File: src/rtl/pwvm_pkg.sv
// ----------------------------------------------------------------------------
// pwvm_pkg: shared constants and types
// Sizes, operation codes, FSM states, the pitch multiplier table and the
// structs that pass between the sequencer, the memories and the multiplier.
// ----------------------------------------------------------------------------
`timescale 1ns / 1ps
`default_nettype none

package pwvm_pkg;

  localparam int VOICE_COUNT = 15;
  localparam int WAVE_DEPTH  = 1024;             // power of two
  localparam int WAVE_AW     = $clog2(WAVE_DEPTH);
  localparam int FRAC_W      = 16;
  localparam int PH_W        = WAVE_AW + FRAC_W;
  localparam int STEP_W      = 26;
  localparam int SUM_W       = ((PH_W > STEP_W) ? PH_W : STEP_W) + 1;
  localparam int NOTE_COUNT  = 128;
  localparam int KEY_W       = $clog2(NOTE_COUNT);
  localparam int CHAN_W      = 4;
  localparam int VEL_W       = 7;
  localparam int BEND_W      = 14;
  localparam int WADDR_W     = 10;
  localparam int WAVE_W      = 16;
  localparam int FUNC_W      = 3;
  localparam int VI_W        = (VOICE_COUNT > 1) ? $clog2(VOICE_COUNT) : 1;

  localparam int MULT_W      = 17;
  localparam int MUL_A_W     = STEP_W + 1;
  localparam int MUL_B_W     = MULT_W + 1;
  localparam int PROD_W      = MUL_A_W + MUL_B_W;

  localparam int TERM_SHIFT  = 4;
  localparam int ACC_SHIFT   = 10;
  localparam int ACC_W       = WAVE_W + VEL_W - TERM_SHIFT + 2 + VI_W;

  localparam int DAC_W       = 12;
  localparam int DAC_MID     = 2048;
  localparam int DAC_MAX     = 4095;

  typedef enum logic [FUNC_W-1:0] {
    FUNC_TICK     = 3'd0,
    FUNC_NOTE_ON  = 3'd1,
    FUNC_NOTE_OFF = 3'd2,
    FUNC_BEND     = 3'd3,
    FUNC_WAVE_WR  = 3'd4,
    FUNC_STEP_WR  = 3'd5,
    FUNC_STOP     = 3'd6
  } func_e;

  typedef enum logic [3:0] {
    ST_IDLE,
    ST_TICK_PH,
    ST_TICK_MUL,
    ST_TICK_ACC,
    ST_TICK_OUT,
    ST_ON_SCAN,
    ST_ON_LOAD,
    ST_OFF_SCAN,
    ST_OFF_LOAD,
    ST_BEND_SCAN,
    ST_BEND_MUL,
    ST_BEND_WR
  } state_e;

  // Q1.16 pitch multipliers, 0.943874 .. 1.057552
  localparam logic [MULT_W-1:0] BEND_MULT [64] = '{
    17'd61858, 17'd61970, 17'd62081, 17'd62194, 17'd62306, 17'd62419, 17'd62531, 17'd62644,
    17'd62757, 17'd62871, 17'd62984, 17'd63098, 17'd63212, 17'd63326, 17'd63441, 17'd63556,
    17'd63670, 17'd63785, 17'd63901, 17'd64016, 17'd64132, 17'd64248, 17'd64364, 17'd64480,
    17'd64596, 17'd64713, 17'd64830, 17'd64947, 17'd65065, 17'd65182, 17'd65300, 17'd65418,
    17'd65536, 17'd65654, 17'd65773, 17'd65892, 17'd66011, 17'd66130, 17'd66250, 17'd66369,
    17'd66489, 17'd66609, 17'd66730, 17'd66850, 17'd66971, 17'd67092, 17'd67213, 17'd67335,
    17'd67456, 17'd67578, 17'd67700, 17'd67823, 17'd67945, 17'd68068, 17'd68191, 17'd68314,
    17'd68438, 17'd68561, 17'd68685, 17'd68809, 17'd68933, 17'd69058, 17'd69183, 17'd69308
  };

  typedef struct packed {
    logic                     wave_we;
    logic [WAVE_AW-1:0]       wave_waddr;
    logic signed [WAVE_W-1:0] wave_wdata;
    logic [WAVE_AW-1:0]       wave_raddr;
    logic                     step_we;
    logic [KEY_W-1:0]         step_waddr;
    logic [STEP_W-1:0]        step_wdata;
    logic [KEY_W-1:0]         step_raddr;
  } mem_req_t;

  typedef struct packed {
    logic signed [WAVE_W-1:0] wave_rdata;
    logic [STEP_W-1:0]        step_rdata;
  } mem_rsp_t;

  typedef struct packed {
    logic signed [MUL_A_W-1:0] a;
    logic signed [MUL_B_W-1:0] b;
  } mul_req_t;

endpackage

`default_nettype wire

File: src/rtl/pwvm_mul.sv
// ----------------------------------------------------------------------------
// pwvm_mul: shared signed multiplier
// One registered 27x18 product, used for voice gain and for pitch bend.
// ----------------------------------------------------------------------------
`timescale 1ns / 1ps
`default_nettype none

module pwvm_mul
  import pwvm_pkg::*;
(
  input  wire logic                 clk_i,
  input  wire mul_req_t             req_i,
  output logic signed [PROD_W-1:0]  prod_o
);

  always_ff @(posedge clk_i) begin
    prod_o <= req_i.a * req_i.b;
  end

endmodule

`default_nettype wire

File: config.mk
export PLATFORM = sky130hd
export DESIGN_NAME = pwvm_mul
export DESIGN_NICKNAME = d
export VERILOG_FILES = /design/src/rtl/pwvm_pkg.sv /design/src/rtl/pwvm_mul.sv
export SDC_FILE = /design/constraint.sdc
export NUM_CORES = 1
export LEC_CHECK = 0
export BUFFER_PORTS_ARGS = -buffer_cell sky130_fd_sc_hd__buf_2
export CAP_MARGIN = 20
export CELL_PAD_IN_SITES_DETAIL_PLACEMENT = 0
export CELL_PAD_IN_SITES_GLOBAL_PLACEMENT = 1
export CORE_UTILIZATION = 46
export CTS_BUF_LIST = sky130_fd_sc_hd__clkbuf_4 sky130_fd_sc_hd__clkbuf_8 sky130_fd_sc_hd__clkbuf_16
export CTS_CLUSTER_DIAMETER = 150
export DETAILED_ROUTE_END_ITERATION = 6
export PLACE_DENSITY_LB_ADDON = 0.1
export SYNTH_ARGS = -nofsm -noshare
export SYNTH_HDL_FRONTEND = slang
export SYNTH_SLANG_ARGS = --single-unit
File: constraint.sdc
create_clock -name clk_i -period 5.5 [get_ports clk_i]
set_input_delay 0 -clock clk_i [delete_from_list [all_inputs] [get_ports clk_i]]
set_output_delay 0 -clock clk_i [all_outputs]
set_load 0.03 [all_outputs]
==> flow_summary.ini <==
[status]
outcome = finished with violations
violations = DRC, setup timing

[synth]
synth-edff-count = 0
synth-seq-area-share_pct = 4.995
avgSynthCellArea_um2 = 9.012
syn_area_um2 = 18030
async_flop_share_pct = 0
ys_types = 51
yosys_warnings = 0
synth_seq_cells = 45
synth_ff_type = dfxtp_1
synth_nets = 2631
syn_inst = 2001

[critical_path]
critical_path.max_stage_delay_ns = 0.57
crit_fanout = 5
crit_path_end_kind = flop
crit_buf_inv = 5
path_cells = buf_12 > buf_8 > and2_4 > fa_1 > fa_1 > fa_1 > fa_1 > fa_1 > inv_2 > fa_1 > inv_2 > ha_4 > nand4_1 > buf_4 > a21oi_2 > a211o_1 > a21o_2 > o21ai_2 > a211oi_2 > or4_1 > nand4_1
startpoint_type = input port
crit_arrival_ns = 5.77
cp_slowest_cell = fa_1
cp.required_ns = 5.76
worst-setup-path-type = in -> reg
cp_common_cell = fa_1
path_delay_family = adder cells

[cts]
cts_max_path_buffers = 2
h-tree-depth = 2
clkTransAtPathRegs_ns = 0.07
cts_tree = yes
cts_buffers = 5
cts_sinks = 45
clockRootBuffer = clkbuf_16

[timing]
period_needed_ns = 5.503
setup_violations = 1
worst_slew_pin_slew_ns = 0.4543
fin_crit_sh_pct = 100.1
slew_headroom_pct = 69.64
finalMaxSlewViolations = 0
rsz0062_at_grt = yes
setup_slack_ns = -0.003323
timing.fmax_mhz = 181.7
hold_viol = 0

[route]
drtIter0Drc = 547
wl_per_cell_um = 17.04
route.vias.total = 13320
drc = 1
ant_nets = 0
first_pass_iters = 7
wl_mm = 47.18
via_per_inst = 4.812

[finish]
top_regs = prod_o: 45 flops
drive_gt1_share_pct = 18.35
nets = 2880
top_register = prod_o
layout_common_cells = inv_1 (548), fa_1 (461), nand2_1 (293)
area_delta_synth_final_pct = 18.74
multi_input_area_um2 = 15050
final_area_um2 = 21410
largest_register_ffs = 45
final_common_cell = inv_1
post-route-util_pct = 55.41
fill_cells = 3587
seq_area_um2 = 900.9
antenna_cells = 0

[floorplan]
start_util_pct = 46.66
die_width_um = 200
dieArea_um2 = 40000
io_pins = 91
die_h_um = 200
core_um2 = 38650
num_rows = 72

[place]
place_area_um2 = 20690
io_buffers = 90
dpl.hpwl_mm = 41.96
gp_congestion = 0.8563

[global_routing]
grt_pass1_vias = 14700
grtUsageTotal_pct = 25.38
overflow = 0
grt_max_degree = 21
antenna_found_initial = 0
grt_pass1_wl_mm = 75.81

[min_path]
min_path_type = in -> reg

[run]
maxCapViolCount = 0
==> cells by family (layout without fill, tap and decap cells) <==
| family | count (synthesis) | after routing | share of synthesized area [%] |
|---|---|---|---|
| adder cells (fa/ha/maj) | 584 | 584 | 60.21 |
| XOR/XNOR | 40 | 40 | 1.943 |
| buffers and inverters | 644 | 894 | 13.40 |
| flip-flops | 45 | 45 | 4.995 |
| AO/OA/AOI/OAI | 117 | 117 | 4.357 |
| AND/OR/NAND/NOR | 571 | 571 | 15.09 |
==> worst paths after layout <==
kind	endpoint	cells after the start	startpoint
setup / recovery	prod_o[35]$_DFF_P_	21	req_i[23]
hold / removal	prod_o[1]$_DFF_P_	3	req_i[0]
==> Yosys cell counts (all sizes together), types with 2 or more instances <==
library cell | count | area [µm²]
nand3 | 7 | 35.03
o211ai | 5 | 37.54
nand2 | 294 | 1104
ha | 111 | 1389
nand3b | 2 | 15.01
fa | 473 | 9469
a211oi | 5 | 37.54
a211o | 3 | 26.28
xor2 | 6 | 52.55
nor2b | 3 | 26.27
nand2b | 9 | 56.30
a21oi | 36 | 180.2
o31ai | 2 | 15.01
nor2 | 44 | 165.2
nand4 | 5 | 31.28
nor4 | 3 | 18.77
inv | 554 | 2079
a21o | 12 | 93.84
o21ai | 21 | 120.1
clkbuf | 89 | 334.1
nor3 | 8 | 40.04
a21boi | 3 | 26.27
o21a | 9 | 67.56
a31oi | 2 | 12.51
dfxtp | 45 | 900.9
o21bai | 6 | 45.04
and2 | 188 | 1176
and3 | 4 | 25.02
xnor2 | 34 | 297.8
a221oi | 2 | 17.52
==> metal layers <==
metal  track usage [%]  vias up  part of all wire (%)  wire (µm)
met3             2.638       70                   2.4       1138
met1             29.45     6866                    39      18260
met5                 0        -                     0          0
met2             47.93      192                    55      26130
met4             9.556        0                   3.5       1645
li1                  -     6196                     -          -
==> stage by stage <==
stage / TNS (ns) / std cells / hold WS (ns) / worst slack [ns]
after floorplan: -0.09141 / 2001 / 0.1273 / -0.05215
after global placement: -13.62 / 2754 / 0.4352 / -0.9415
after detailed placement: -14.40 / 2754 / 0.4329 / -0.9853
after CTS: 0 / 2763 / 0.04227 / 0.001265
after global routing: -0.5223 / 2769 / 0.1692 / -0.1480
final: -0.003323 / 2769 / 0.1413 / -0.003323
==> area by class of cell <==
| type | count | area share [%] |
|---|---|---|
| inverters | 554 | 9.729 |
| flip-flops and latches | 45 | 4.207 |
| clock inverters | 3 | 0.2045 |
| multi-input cells | 1312 | 70.29 |
| clock buffers | 5 | 0.5843 |
| repair buffers | 332 | 11.96 |
| well taps | 518 | 3.027 |
==> what timing repair did <==
action / in CTS / in global routing
gates cloned: 0 / 1
pin swaps: 5 / 52
setup endpoints to repair: 20 / 20
endpoints found under the hold margin: 0 / 1
resized for setup: 43 / 105
hold buffers: 0 / 1
buffers inserted: 1 / 4
Power is left out: the tool's default activity adds up to more than one toggle a clock period on the data nets, which glitch-free logic cannot reach.
